==> config.mk <==
export PLATFORM = sky130hd
export DESIGN_NAME = adc_average_cubic_calibration
export DESIGN_NICKNAME = d
export VERILOG_FILES = /design/src/sv/aac_pkg.sv /design/src/sv/aac_engine.sv /design/src/sv/adc_average_cubic_calibration.sv
export SDC_FILE = /design/constraint.sdc
export NUM_CORES = 1
export LEC_CHECK = 0
export BUFFER_PORTS_ARGS = -buffer_cell sky130_fd_sc_hd__buf_2
export CORE_MARGIN = 4
export CORE_UTILIZATION = 30
export CTS_CLUSTER_SIZE = 16
export DETAILED_ROUTE_END_ITERATION = 8
export GPL_ROUTABILITY_DRIVEN = 0
export GPL_TIMING_DRIVEN = 0
export MAX_ROUTING_LAYER = met4
export SETUP_SLACK_MARGIN = 0.02
export SYNTH_ARGS = -nofsm -noshare
export SYNTH_HDL_FRONTEND = slang
export SYNTH_SLANG_ARGS = --single-unit
export TNS_END_PERCENT = 10
==> constraint.sdc <==
create_clock -name aclk -period 5.7 [get_ports aclk]
set_input_delay 1.14 -clock aclk [delete_from_list [all_inputs] [get_ports aclk]]
set_output_delay 1.14 -clock aclk [all_outputs]
set_load 0.005 [all_outputs]
==> src/sv/aac_pkg.sv <==
// shared types and constants for the adc averaging / cubic calibration block
// no dependencies; imported by every module of the block

package aac_pkg;

    // configuration port
    localparam int ADDR_W = 5;
    localparam int DATA_W = 32;

    localparam logic [2:0] REG_SAMPLE_COUNT = 3'd0;
    localparam logic [2:0] REG_COEF_CUBIC   = 3'd1;
    localparam logic [2:0] REG_COEF_SQUARE  = 3'd2;
    localparam logic [2:0] REG_COEF_LINEAR  = 3'd3;
    localparam logic [2:0] REG_COEF_OFFSET  = 3'd4;

    localparam int CNT_CFG_W = 16;
    localparam int COEF_W    = 32;

    // reset coefficients give the voltage channel
    localparam logic [CNT_CFG_W-1:0]     RST_SAMPLE_COUNT = 16'd16;
    localparam logic signed [COEF_W-1:0] RST_COEF_CUBIC   = 32'sd17922;
    localparam logic signed [COEF_W-1:0] RST_COEF_SQUARE  = -32'sd617925;
    localparam logic signed [COEF_W-1:0] RST_COEF_LINEAR  = 32'sd7279136;
    localparam logic signed [COEF_W-1:0] RST_COEF_OFFSET  = -32'sd25905800;

    // fixed-point layout
    localparam int FRAC_BITS   = 12;   // fraction bits of the mean
    localparam int STAGE_SHIFT = 20;   // floor shift after each horner product
    localparam int H_W         = 36;   // intermediate horner width
    localparam int Y_W         = 32;   // result width

    typedef struct packed {
        logic signed [COEF_W-1:0] cubic;
        logic signed [COEF_W-1:0] square;
        logic signed [COEF_W-1:0] linear;
        logic signed [COEF_W-1:0] offset;
    } coef_set_t;

    typedef struct packed {
        logic busy;
        logic res_valid;
        logic res_sat;
    } eng_stat_t;

    typedef enum logic [2:0] {
        ST_IDLE,
        ST_DIV,
        ST_MUL,
        ST_ADD,
        ST_DONE
    } eng_state_t;

endpackage

==> src/sv/aac_engine.sv <==
// batch engine: restoring divide for the mean, then horner evaluation of the cubic,
// all on one shared adder under a small sequencer
// depends on aac_pkg

module aac_engine import aac_pkg::*; #(
    parameter int ADC_BITS   = 12,
    parameter int COUNT_BITS = 16
) (
    input  logic                           aclk,
    input  logic                           aresetn,
    input  logic                           start,
    input  logic [ADC_BITS+COUNT_BITS-1:0] sum_in,
    input  logic [COUNT_BITS:0]            n_in,
    input  coef_set_t                      coef,
    input  logic                           res_ready,
    output eng_stat_t                      stat,
    output logic [Y_W-1:0]                 res_value
);

    localparam int SUM_W = ADC_BITS + COUNT_BITS;
    localparam int N_W   = COUNT_BITS + 1;
    localparam int DIV_W = SUM_W + FRAC_BITS;
    localparam int M_W   = ADC_BITS + FRAC_BITS;
    localparam int P_W   = H_W + M_W;
    localparam int ALU_W = P_W + 1;
    localparam int S_W   = P_W - STAGE_SHIFT;
    localparam int CNT_W = $clog2(DIV_W);

    localparam logic [1:0] RND_SQUARE = 2'd0;
    localparam logic [1:0] RND_LINEAR = 2'd1;
    localparam logic [1:0] RND_OFFSET = 2'd2;

    eng_state_t               state_reg, state_next;
    logic [CNT_W-1:0]         cnt_reg, cnt_next;
    logic [1:0]               round_reg, round_next;
    logic [DIV_W-1:0]         dq_reg, dq_next;
    logic [N_W-1:0]           rem_reg, rem_next;
    logic [N_W-1:0]           n_reg, n_next;
    logic [M_W-1:0]           mm_reg, mm_next;
    logic [H_W-1:0]           h_reg, h_next;
    logic [P_W-1:0]           acc_reg, acc_next;
    logic                     sat_reg, sat_next;
    logic [Y_W-1:0]           y_reg, y_next;

    logic [ALU_W-1:0]         alu_a, alu_b, alu_y;
    logic                     alu_sub;
    logic [COEF_W-1:0]        coef_sel;
    logic                     ok36, ok32;
    logic [H_W-1:0]           clip36;
    logic [Y_W-1:0]           clip32;
    logic                     qbit;

    always_comb begin
        case (round_reg)
            RND_SQUARE: coef_sel = coef.square;
            RND_LINEAR: coef_sel = coef.linear;
            default:    coef_sel = coef.offset;
        endcase
    end

    // the shared adder
    always_comb begin
        alu_a   = '0;
        alu_b   = '0;
        alu_sub = 1'b0;
        unique case (state_reg)
            ST_DIV: begin
                alu_a   = ALU_W'({rem_reg, dq_reg[DIV_W-1]});
                alu_b   = ALU_W'(n_reg);
                alu_sub = 1'b1;
            end
            ST_MUL: begin
                // msb-first shift and add: acc = 2*acc + bit*h
                alu_a = {acc_reg, 1'b0};
                alu_b = mm_reg[M_W-1] ? {{(ALU_W-H_W){h_reg[H_W-1]}}, h_reg} : '0;
            end
            ST_ADD: begin
                // floor shift of the product, plus the next coefficient
                alu_a = {{(ALU_W-S_W){acc_reg[P_W-1]}}, acc_reg[P_W-1:STAGE_SHIFT]};
                alu_b = {{(ALU_W-COEF_W){coef_sel[COEF_W-1]}}, coef_sel};
            end
            default: begin
                alu_a = '0;
            end
        endcase
        alu_y = alu_a + (alu_sub ? ~alu_b : alu_b) + ALU_W'(alu_sub);
    end

    assign qbit = ~alu_y[ALU_W-1];

    // saturation to signed 36 and signed 32 bits
    assign ok36 = (&alu_y[ALU_W-1:H_W-1]) | ~(|alu_y[ALU_W-1:H_W-1]);
    assign ok32 = (&alu_y[ALU_W-1:Y_W-1]) | ~(|alu_y[ALU_W-1:Y_W-1]);
    assign clip36 = ok36 ? alu_y[H_W-1:0] :
                    alu_y[ALU_W-1] ? {1'b1, {(H_W-1){1'b0}}} : {1'b0, {(H_W-1){1'b1}}};
    assign clip32 = ok32 ? alu_y[Y_W-1:0] :
                    alu_y[ALU_W-1] ? {1'b1, {(Y_W-1){1'b0}}} : {1'b0, {(Y_W-1){1'b1}}};

    always_comb begin
        state_next = state_reg;
        cnt_next   = cnt_reg;
        round_next = round_reg;
        dq_next    = dq_reg;
        rem_next   = rem_reg;
        n_next     = n_reg;
        mm_next    = mm_reg;
        h_next     = h_reg;
        acc_next   = acc_reg;
        sat_next   = sat_reg;
        y_next     = y_reg;
        unique case (state_reg)
            ST_IDLE: begin
                if (start) begin
                    dq_next    = {sum_in, {FRAC_BITS{1'b0}}};
                    rem_next   = '0;
                    n_next     = n_in;
                    cnt_next   = CNT_W'(DIV_W - 1);
                    state_next = ST_DIV;
                end
            end
            ST_DIV: begin
                rem_next = qbit ? alu_y[N_W-1:0] : {rem_reg[N_W-2:0], dq_reg[DIV_W-1]};
                dq_next  = {dq_reg[DIV_W-2:0], qbit};
                cnt_next = cnt_reg - 1'b1;
                if (cnt_reg == '0) begin
                    // quotient fits in the mean width
                    mm_next    = dq_next[M_W-1:0];
                    h_next     = {{(H_W-COEF_W){coef.cubic[COEF_W-1]}}, coef.cubic};
                    acc_next   = '0;
                    sat_next   = 1'b0;
                    round_next = RND_SQUARE;
                    cnt_next   = CNT_W'(M_W - 1);
                    state_next = ST_MUL;
                end
            end
            ST_MUL: begin
                acc_next = alu_y[P_W-1:0];
                // rotate so the mean is intact for the next round
                mm_next  = {mm_reg[M_W-2:0], mm_reg[M_W-1]};
                cnt_next = cnt_reg - 1'b1;
                if (cnt_reg == '0) begin
                    state_next = ST_ADD;
                end
            end
            ST_ADD: begin
                if (round_reg == RND_OFFSET) begin
                    y_next     = clip32;
                    sat_next   = sat_reg | ~ok32;
                    state_next = ST_DONE;
                end else begin
                    h_next     = clip36;
                    sat_next   = sat_reg | ~ok36;
                    acc_next   = '0;
                    round_next = round_reg + 1'b1;
                    cnt_next   = CNT_W'(M_W - 1);
                    state_next = ST_MUL;
                end
            end
            ST_DONE: begin
                if (res_ready) begin
                    state_next = ST_IDLE;
                end
            end
            default: begin
                state_next = ST_IDLE;
            end
        endcase
    end

    always_ff @(posedge aclk) begin
        if (!aresetn) begin
            state_reg <= ST_IDLE;
            cnt_reg   <= '0;
            round_reg <= RND_SQUARE;
        end else begin
            state_reg <= state_next;
            cnt_reg   <= cnt_next;
            round_reg <= round_next;
        end
    end

    always_ff @(posedge aclk) begin
        dq_reg  <= dq_next;
        rem_reg <= rem_next;
        n_reg   <= n_next;
        mm_reg  <= mm_next;
        h_reg   <= h_next;
        acc_reg <= acc_next;
        sat_reg <= sat_next;
        y_reg   <= y_next;
    end

    assign stat.busy      = (state_reg != ST_IDLE);
    assign stat.res_valid = (state_reg == ST_DONE);
    assign stat.res_sat   = sat_reg;
    assign res_value      = y_reg;

endmodule

==> src/sv/adc_average_cubic_calibration.sv <==
// channel  | ports          | payload
// ---------+----------------+------------------------------------------------
// samples  | s_tvalid/ready | s_tdata: adc_sample (ADC_BITS, unsigned)
// results  | m_tvalid/ready | m_tdata: calibrated_value (32, signed Q16.16)
//          |                | m_tuser: saturated
// config   | apb            | sample_count, coef_cubic/square/linear/offset
//
// a sample that does not close the batch is only added to the sum and the count
// a closing sample starts the engine: ADC_BITS+COUNT_BITS+12 divide steps, then
// three horner rounds of shift-and-add steps and an add on the shared adder, then
// the hand-off of the result; s_tready is low meanwhile
// the result register frees the engine while m_tready is low, unless it already holds a result; reset is synchronous
// top level; depends on aac_pkg and aac_engine

module adc_average_cubic_calibration import aac_pkg::*; #(
    parameter int ADC_BITS   = 12,
    parameter int COUNT_BITS = 16
) (
    input  logic                             aclk,
    input  logic                             aresetn,
    // sample stream
    input  logic                             s_tvalid,
    output logic                             s_tready,
    input  logic [((ADC_BITS+7)/8)*8-1:0]    s_tdata,   // adc_sample
    // result stream
    output logic                             m_tvalid,
    input  logic                             m_tready,
    output logic [Y_W-1:0]                   m_tdata,   // calibrated_value
    output logic                             m_tuser,   // saturated
    // configuration
    input  logic                             psel,
    input  logic                             penable,
    input  logic                             pwrite,
    input  logic [ADDR_W-1:0]                paddr,
    input  logic [DATA_W-1:0]                pwdata,
    output logic [DATA_W-1:0]                prdata,
    output logic                             pready
);

    localparam int SUM_W = ADC_BITS + COUNT_BITS;
    localparam int N_W   = COUNT_BITS + 1;
    localparam int CMP_W = (N_W > CNT_CFG_W) ? N_W : CNT_CFG_W;

    logic [CNT_CFG_W-1:0]  count_reg, count_next;
    coef_set_t             coef_reg, coef_next;
    logic [SUM_W-1:0]      sum_reg, sum_next;
    logic [COUNT_BITS-1:0] taken_reg, taken_next;
    logic                  mval_reg, mval_next;
    logic [Y_W-1:0]        mdata_reg, mdata_next;
    logic                  muser_reg, muser_next;

    logic                  cfg_wr;
    logic [2:0]            cfg_idx;
    logic                  s_xfer;
    logic [SUM_W-1:0]      sum_add;
    logic [N_W-1:0]        n_cur;
    logic [CNT_CFG_W-1:0]  target;
    logic                  close;
    logic                  eng_start;
    logic                  res_ready;
    eng_stat_t             eng_stat;
    logic [Y_W-1:0]        eng_value;

    assign pready  = 1'b1;
    assign cfg_wr  = psel & penable & pwrite & pready;
    assign cfg_idx = paddr[4:2];

    always_comb begin
        count_next = count_reg;
        coef_next  = coef_reg;
        if (cfg_wr) begin
            unique case (cfg_idx)
                REG_SAMPLE_COUNT: count_next       = pwdata[CNT_CFG_W-1:0];
                REG_COEF_CUBIC:   coef_next.cubic  = pwdata;
                REG_COEF_SQUARE:  coef_next.square = pwdata;
                REG_COEF_LINEAR:  coef_next.linear = pwdata;
                REG_COEF_OFFSET:  coef_next.offset = pwdata;
                default:          count_next       = count_reg;
            endcase
        end
    end

    always_comb begin
        unique case (cfg_idx)
            REG_SAMPLE_COUNT: prdata = DATA_W'(count_reg);
            REG_COEF_CUBIC:   prdata = coef_reg.cubic;
            REG_COEF_SQUARE:  prdata = coef_reg.square;
            REG_COEF_LINEAR:  prdata = coef_reg.linear;
            REG_COEF_OFFSET:  prdata = coef_reg.offset;
            default:          prdata = '0;
        endcase
    end

    // batch accumulation
    assign s_tready = ~eng_stat.busy;
    assign s_xfer   = s_tvalid & s_tready;
    assign sum_add  = sum_reg + SUM_W'(s_tdata[ADC_BITS-1:0]);
    assign n_cur    = N_W'(taken_reg) + 1'b1;
    // a zero count behaves as a count of one
    assign target   = (count_reg == '0) ? CNT_CFG_W'(1) : count_reg;
    assign close    = CMP_W'(n_cur) >= CMP_W'(target);
    assign eng_start = s_xfer & close;

    always_comb begin
        sum_next   = sum_reg;
        taken_next = taken_reg;
        if (s_xfer) begin
            if (close) begin
                sum_next   = '0;
                taken_next = '0;
            end else begin
                sum_next   = sum_add;
                taken_next = n_cur[COUNT_BITS-1:0];
            end
        end
    end

    // result register
    assign res_ready = ~mval_reg | m_tready;

    always_comb begin
        mval_next  = mval_reg;
        mdata_next = mdata_reg;
        muser_next = muser_reg;
        if (m_tready) begin
            mval_next = 1'b0;
        end
        if (eng_stat.res_valid && res_ready) begin
            mval_next  = 1'b1;
            mdata_next = eng_value;
            muser_next = eng_stat.res_sat;
        end
    end

    always_ff @(posedge aclk) begin
        if (!aresetn) begin
            count_reg       <= RST_SAMPLE_COUNT;
            coef_reg.cubic  <= RST_COEF_CUBIC;
            coef_reg.square <= RST_COEF_SQUARE;
            coef_reg.linear <= RST_COEF_LINEAR;
            coef_reg.offset <= RST_COEF_OFFSET;
            sum_reg         <= '0;
            taken_reg       <= '0;
            mval_reg        <= 1'b0;
        end else begin
            count_reg <= count_next;
            coef_reg  <= coef_next;
            sum_reg   <= sum_next;
            taken_reg <= taken_next;
            mval_reg  <= mval_next;
        end
    end

    always_ff @(posedge aclk) begin
        mdata_reg <= mdata_next;
        muser_reg <= muser_next;
    end

    assign m_tvalid = mval_reg;
    assign m_tdata  = mdata_reg;
    assign m_tuser  = muser_reg;

    aac_engine #(
        .ADC_BITS   (ADC_BITS),
        .COUNT_BITS (COUNT_BITS)
    ) u_engine (
        .aclk      (aclk),
        .aresetn   (aresetn),
        .start     (eng_start),
        .sum_in    (sum_add),
        .n_in      (n_cur),
        .coef      (coef_reg),
        .res_ready (res_ready),
        .stat      (eng_stat),
        .res_value (eng_value)
    );

endmodule

==> summary.log, run 1 <==
[global_routing] GRT Util Overall 0.2039
[power] worst vdd rail ir drop 0.0002221 V
[synthesis] count of mapped cells out of synthesis 2,978
[worst_setup_path] CP Class register to register
[sta] number of hold-slack violations in the final timing report 0
[sta] headroom to the max-slew limit 0.2648
[floorplan] floorplan die area 91,520 sq um
[worst_setup_path] Critical Path Source Type register
[floorplan] die extent in x 302.5 microns
[clock_tree] Clock Tree Buf Depth 3
[place] placed inst area 28,250 sq um
[cells_and_area] layout cells sized above 1 0.1864
[sta] RSZ-0062 raised after global routing yes
[clock_tree] Clock Root Buffer clkbuf_16
[global_routing] via count of the first global-routing pass 22,370
[synthesis] number of flops mapped to enable cells by yosys 260
[drt] Vias per Instance 5.435
[worst_setup_path] Data arrival, critical path 6.26 ns
[clock_tree] CTS Hold Bufs 0
[cells_and_area] Fillers 8,632
[cells_and_area] synth-to-layout area growth 23.01%
[worst_setup_path] biggest fanout along the worst timing path 7
[sta] period utilization 1.040
[synthesis] dominant cell type by area after synthesis edfxtp_1
[clock_tree] CTS tree done
[global_routing] largest net degree at the start of global routing 58
[sta] Max Freq 168.7 MHz
[floorplan] Chip Height 302.5 microns
[synthesis] top area cells in the synthesized netlist edfxtp_1 30%, dfxtp_1 15%, nand2_1 8.9%
[min_path] class of the most critical hold timing path register to register
[drt] DR iter-0 viols 2,474
[synthesis] number of library cell types mapped by synthesis 83
[worst_setup_path] kind of end point of the critical path register
[cells_and_area] Largest register FFs 128
[sta] post-layout min period 5.929 ns
[synthesis] Synth Cell Area 26,020 sq um
[power] Pwr per Cell Area 379.7 nW/um^2
[sta] count of final max-slew check failures 0
[power] total power 12.15 mW
[drt] detailed-route wire length per cell 21.38 microns
[clock_tree] cts bufs inserted 51
[status] failing checks setup timing
[synthesis] sequential-to-total area share from yosys stat 0.4539
[drt] number of detailed-routing iterations run before antenna repair 6
[cells_and_area] area taken by flip-flops and latches 11,820 sq um
[synthesis] dominant synthesized flop cell edfxtp_1
[floorplan] number of rows in the core area 107
[sta] final setup slack of the worst path -0.2287 ns
[drt] drc violations 0
[drt] final routed wirelength across all metal layers 94,220 microns
[place] number of buffers added on ports 119
[job] count of maximum capacitance violations 0
[power] LEAKAGE 11.68 nW
[synthesis] Avg Inst Size Synth 8.739 sq um
[place] HPWL after detailed placement 70,520 microns
[synthesis] area share of the largest cell type after synthesis 0.3000
[synthesis] proportion of register bits with asynchronous set or reset after synthesis 0
[clock_tree] count of H-tree levels built during CTS 2
[drt] vias after detailed routing 23,950
[synthesis] number of flip-flops and latches in the synthesized netlist 460
[sta] number of endpoints failing setup at the final stage 31
[clock_tree] clock-pin slew reported for the worst setup and hold paths after clock tree synthesis 0.07 ns
[cells_and_area] finished layout cell area 32,010 sq um
[worst_setup_path] Data required, critical path 6.04 ns
[synthesis] Syn Nets 3,133
[global_routing] number of antenna violations at the first check in global routing 1
[floorplan] initial standard-cell utilization of the core 0.3042
[cells_and_area] multi-input logic area 14,400 sq um
[drt] final antenna-violating net count 0
[clock_tree] clock latency of the later-clocked register in the worst-skew pair 0.64 ns
[synthesis] Warnings, synthesis 0
[sta] worst slew pin tran 1.103 ns
[clock_tree] sinks on the clock net 460
[floorplan] total I/O pin count 128
[status] status finished with violations
[sta] Post-Route Skew 0.04655 ns
[cells_and_area] total number of nets in the final design 3,373
[global_routing] first-pass GRT wire length 139,400 microns
[floorplan] Core Box Area 85,550 sq um
[global_routing] grt total ovfl 0
-- layout make-up --
| class | count | area share |
|---|---|---|
| Clock inverter | 25 | 0.009733 |
| Timing Repair Buffer | 214 | 0.04788 |
| Buffer | 175 | 0.02885 |
| Multi-Input combinational cell | 2263 | 0.4498 |
| Clock buffer | 71 | 0.04346 |
| Inverter | 53 | 0.006371 |
| Tap cell | 1144 | 0.04472 |
| Sequential cell | 460 | 0.3691 |
| Antenna cell | 1 | 0.00007817 |
-- worst paths after layout --
check                              start                     end  slack, ns  depth (start not counted)
setup / recovery   u_engine.round_reg[0]  u_engine.res_value[29]      -0.23                         24
hold / removal    u_engine.res_value[15]             m_tdata[15]       0.42                          0
setup reg to reg   u_engine.round_reg[0]  u_engine.res_value[29]      -0.23                         24
hold reg to reg   u_engine.res_value[15]             m_tdata[15]       0.42                          0
-- power breakdown --
part | switching, mW | internal [mW]
Clock | 1.45 | 1.95
Sequential | 0.164 | 3.96
Combinational | 2.60 | 2.03
-- metrics by stage --
| stage | hold WS, ns | TNS (ns) | worst slack (ns) | std cells | util |
|---|---|---|---|---|---|
| final | 0.4159 | -4.243 | -0.2287 | 4406 | 0.3742 |
| after global placement | 0.4018 | -374.24 | -2.243 | 4241 | 0.3280 |
| after CTS | 0.4182 | -1.007 | -0.09504 | 4376 | 0.3644 |
| after detailed placement | 0.4045 | -179.90 | -2.263 | 4250 | 0.3302 |
| after global routing | 0.4221 | -6.882 | -0.2661 | 4406 | 0.3742 |
| after floorplan | 0.4003 | 0 | 0.04859 | 2978 | - |
-- cells in the mapped netlist (12+ instances only) --
library cell and number:
a211oi_1 31, a21o_1 39, a21oi_1 338, a22o_1 34, a22oi_1 102, a31oi_1 14, and2_1 36, and3_1 38
buf_1 12, clkbuf_1 179, dfxtp_1 200, edfxtp_1 260, ha_1 93, inv_1 51, mux2_1 12, mux2_2 36
mux2i_1 21, nand2_1 619, nand2b_1 16, nand3_1 95, nand3b_1 24, nand4_1 34, nor2_1 186, nor2b_1 17
nor3_1 34, nor4_1 20, o211ai_1 14, o21a_1 22, o21ai_0 135, o21bai_1 14, o22ai_1 17, or3_1 18
xnor2_1 59, xor2_1 42
-- worst max-delay path: stages, from the launching register on --
cell and delay (ns):
dfxtp_2 0.36, inv_2 0.06, ha_4 0.21, or3b_4 0.41, a21oi_4 0.23, nor2_4 0.06
mux2_4 0.32, fa_2 0.38, a211oi_2 0.26, buf_4 0.18, o21ai_4 0.07, a22oi_2 0.33
a21boi_4 0.13, o21ai_4 0.20, buf_6 0.15, nor2_1 0.04, a211o_1 0.31, or4_4 0.54
nor2_2 0.10, and3_1 0.16, nand4_1 0.24, o22ai_4 0.28, buf_12 0.17, buf_12 0.12
mux2_4 0.32
-- cell usage in the layout (no fill, tap or decap), types with 35 or more instances in the layout --
cell type / n
nand3_1: 92
a21oi_1: 297
clkbuf_1: 130
buf_4: 91
ha_1: 68
inv_1: 48
nand2_1: 612
xor2_1: 41
a21o_1: 39
and2_1: 35
edfxtp_1: 260
nor2_1: 173
dfxtp_1: 196
clkbuf_16: 53
xnor2_1: 55
o21ai_0: 112
a22oi_1: 85
buf_2: 123
and3_1: 36
a21oi_2: 35
-- timing repair --
item                                    in CTS  in global routing
pin swaps                                   62                 52
resized for setup                          241                158
endpoints found under the setup margin     111                173
cloned                                       2                  1
setup buffers                               53                 31
-- cells by family after synthesis --
| family | after synthesis | share of synthesized area |
|---|---|---|
| other | 1 | 0.0001441 |
| AND/OR/NAND/NOR | 1177 | 0.2030 |
| adder cells (fa/ha/maj) | 95 | 0.04625 |
| multiplexers | 70 | 0.02971 |
| AO/OA/AOI/OAI | 818 | 0.1946 |
| XOR/XNOR | 101 | 0.03399 |
| buffers and inverters | 256 | 0.03841 |
| flip-flops | 460 | 0.4539 |
-- routing by layer --
layer	vias up	part of all wire	global-route usage
met3	213	0.077	0.02919
met1	11440	0.43	0.2709
li1	11230	-	-
met5	-	0	-
met4	0	0.050	0.08562
met2	1057	0.45	0.3125
Note: power is estimated with default switching activity, not from simulation.
==> inputs of run 2 (changes only) <==
--- a/config.mk
+++ b/config.mk
@@ -13,6 +13,7 @@
 export GPL_ROUTABILITY_DRIVEN = 0
 export GPL_TIMING_DRIVEN = 0
 export MAX_ROUTING_LAYER = met4
+export PLACE_DENSITY = 0.52
 export SETUP_SLACK_MARGIN = 0.02
 export SYNTH_ARGS = -nofsm -noshare
 export SYNTH_HDL_FRONTEND = slang
==> run 2 against run 1 <==
  * The run still ends with setup timing left
  * Routed wire length grew 4.0%
  * Non-clock buffer count is 4 higher
  * Combinational power down 4%
  * Critical path depth fell by 1
  * Register-to-register slack barely moved
  * Worst hold slack about the same
  * Fmax shrank 0.16%
==> summary.log, run 2 (same netlist as run 1, synthesis figures left out) <==
[drt] DR iter-0 viols 2,010 [was 2,474]
[power] Pwr per Cell Area 370.8 nW/um^2 [was 379.7 nW/um^2]
[cells_and_area] most common cell after layout, fill and taps aside nand2_1 [unchanged]
[min_path] class of the most critical hold timing path register to register [unchanged]
[cells_and_area] total number of nets in the final design 3,378 [was 3,373]
[worst_setup_path] kind of end point of the critical path register [unchanged]
[worst_setup_path] last element of the critical path u_engine.res_value[29] [unchanged]
[sta] post-layout min period 5.938 ns [was 5.929 ns]
[worst_setup_path] Data required, critical path 6.04 ns [about the same]
[worst_setup_path] startpoint of the worst-slack reg-to-reg timing path u_engine.round_reg[1] [was u_engine.round_reg[0]]
[cells_and_area] non-filler cells, final 4,409 [was 4,406]
[floorplan] number of rows in the core area 107 [unchanged]
[cells_and_area] layout cells sized above 1 0.1934 [was 0.1864]
[global_routing] via count of the first global-routing pass 22,260 [was 22,370]
[cells_and_area] finished layout cell area 32,000 sq um [was 32,010 sq um]
[global_routing] GRT Util Overall 0.2118 [was 0.2039]
[clock_tree] Clock Root Buffer clkbuf_16 [unchanged]
[sta] Max Freq 168.4 MHz [was 168.7 MHz]
[cells_and_area] most used cells in the layout excluding fill and tap cells 613 x nand2_1, 286 x a21oi_1, 260 x edfxtp_1 [was 612 x nand2_1, 297 x a21oi_1, 260 x edfxtp_1]
[global_routing] global-route track usage on met1 0.2867 [was 0.2709]
[sta] headroom to the max-slew limit 0.2751 [was 0.2648]
[place] placed inst area 28,240 sq um [was 28,250 sq um]
[job] count of maximum capacitance violations 0 [unchanged]
[sta] final hold slack 0.4160 ns [was 0.4159 ns]
[power] LEAKAGE 11.63 nW [was 11.68 nW]
[floorplan] floorplan die area 91,520 sq um [unchanged]
[clock_tree] count of H-tree levels built during CTS 2 [unchanged]
[sta] count of final max-slew check failures 0 [unchanged]
[clock_tree] CTS Hold Bufs 0 [unchanged]
[floorplan] initial standard-cell utilization of the core 0.3042 [unchanged]
[worst_setup_path] Critical Path Source Type register [unchanged]
[drt] detailed-route wire length per cell 22.22 microns [was 21.38 microns]
[floorplan] Chip Height 302.5 microns [unchanged]
[sta] period utilization 1.042 [was 1.040]
[worst_setup_path] R2R cell count 23 [was 24]
[drt] final antenna-violating net count 0 [unchanged]
[worst_setup_path] endpoint of the worst-slack reg-to-reg timing path u_engine.res_value[29] [unchanged]
[sta] final setup slack of the worst path -0.2380 ns [was -0.2287 ns]
[clock_tree] CTS tree done [unchanged]
[global_routing] global route hottest layer met2 [unchanged]
[clock_tree] cts bufs inserted 52 [was 51]
[floorplan] die extent in x 302.5 microns [unchanged]
[floorplan] Core Box Area 85,550 sq um [unchanged]
[sta] RSZ-0062 raised after global routing yes [unchanged]
[cells_and_area] synth-to-layout area growth 22.98% [was 23.01%]
[cells_and_area] Largest register FFs 128 [unchanged]
[clock_tree] Clock Tree Buf Depth 3 [unchanged]
[clock_tree] clock latency of the later-clocked register in the worst-skew pair 0.61 ns [was 0.64 ns]
[floorplan] total I/O pin count 128 [unchanged]
[worst_setup_path] CP Class register to register [unchanged]
[place] Post-Place Cells 4,250 [unchanged]
[global_routing] number of antenna violations at the first check in global routing 1 [unchanged]
[sta] Post-Route Skew 0.03063 ns [was 0.04655 ns]
[drt] Vias per Instance 5.376 [was 5.435]
[status] status finished with violations [unchanged]
[global_routing] largest net degree at the start of global routing 58 [unchanged]
[worst_setup_path] FF-to-FF setup slack -0.24 ns [was -0.23 ns]
[drt] drc violations 0 [unchanged]
[global_routing] M2 GR Usage 0.3334 [was 0.3125]
[sta] worst slew pin tran 1.085 ns [was 1.103 ns]
[status] failing checks setup timing [unchanged]
[power] worst vdd rail ir drop 0.0002455 V [was 0.0002221 V]
[drt] final routed wirelength across all metal layers 97,990 microns [was 94,220 microns]
[worst_setup_path] Data arrival, critical path 6.28 ns [was 6.26 ns]
[global_routing] first-pass GRT wire length 143,800 microns [was 139,400 microns]
[drt] vias after detailed routing 23,700 [was 23,950]
[place] number of buffers added on ports 119 [unchanged]
[place] HPWL after detailed placement 73,390 microns [was 70,520 microns]
[drt] number of detailed-routing iterations run before antenna repair 6 [unchanged]
[clock_tree] clock-pin slew reported for the worst setup and hold paths after clock tree synthesis 0.07 ns [about the same]
[clock_tree] sinks on the clock net 460 [unchanged]
[worst_setup_path] CP startpoint u_engine.round_reg[1] [was u_engine.round_reg[0]]
[sta] number of endpoints failing setup at the final stage 66 [was 31]
[sta] number of hold-slack violations in the final timing report 0 [unchanged]
[global_routing] routing usage on met3 0.02597 [was 0.02919]
[global_routing] grt total ovfl 0 [unchanged]
[worst_setup_path] biggest fanout along the worst timing path 8 [was 7]
[run 2: worst min-delay path by stage]
| stage | startpoint | to | depth (start not counted) |
|---|---|---|---|
| finish | u_engine.res_value[23] | m_tdata[23] | 0 |
| global route | u_engine.res_value[18] | m_tdata[18] | 0 |
| CTS | u_engine.res_value[23] | m_tdata[23] | 0 |
| detailed placement | u_engine.res_value[12] | m_tdata[12] | 0 |
| global placement | u_engine.res_value[3] | m_tdata[3] | 0 |
| floorplan | u_engine.res_value[0] | m_tdata[0] | 0 |
[run 2: power by group]
part	internal, mW	leakage, nW	total, mW	switching (mW)
Sequential	3.96	4.02	4.13	0.168
Combinational	1.84	6.81	4.43	2.59
Clock	1.87	0.800	3.30	1.43
[run 2: per-layer routing]
| metal | vias to the layer above | share of wire |
|---|---|---|
| met4 | 0 | 0.038 |
| met3 | 145 | 0.059 |
| met1 | 11500 | 0.45 |
| met5 | - | 0 |
| li1 | 11240 | - |
| met2 | 828 | 0.45 |
[run 2: layout make-up]
| cell class | instances | area [sq um] |
|---|---|---|
| multi-input cells | 2263 | 14460 |
| fillers | 8790 | 53540 |
| plain buffers | 174 | 933.4 |
| clock buffers | 81 | 1520 |
| repair buffers | 219 | 1511 |
| diodes | 2 | 5.005 |
| inverters | 53 | 203.9 |
| flip-flops and latches | 460 | 11820 |
| well taps | 1144 | 1431 |
| clock inverters | 13 | 118.9 |
[run 2: stage by stage]
step           setup TNS (ns)  utilization  power (mW)  setup WS (ns)
5_1_grt                -13.58       0.3741       12.36        -0.3177
2_1_floorplan               0            -       6.427        0.04859
6_report               -7.123       0.3741       11.87        -0.2380
3_5_place_dp          -198.90       0.3301       7.647         -2.435
4_1_cts                -9.239       0.3626       11.40        -0.2354
3_3_place_gp          -412.46       0.3280       7.644         -2.396
[run 2: worst max-delay path, stage by stage, from the launching register on]
cell      delay (ns)
dfxtp_2         0.34
inv_2           0.06
ha_4            0.22
or3b_4          0.43
a21oi_4         0.26
nor2_4          0.07
mux2_4          0.32
fa_2            0.36
a211oi_2        0.23
o211ai_1        0.21
a211oi_4        0.29
buf_6           0.18
o31ai_4         0.07
a211oi_4        0.27
o21ai_1         0.12
xnor2_1         0.28
and3_1          0.20
nand4_1         0.08
or4_4           0.55
or2_4           0.30
o22ai_4         0.18
buf_12          0.17
buf_12          0.14
mux2_4          0.33
[run 2: what timing repair did]
item                       in CTS  in global routing
gates cloned                    1                  3
buffers inserted               53                 35
pin swaps                      47                 53
gates resized for setup       230                200
setup endpoints to repair     120                145
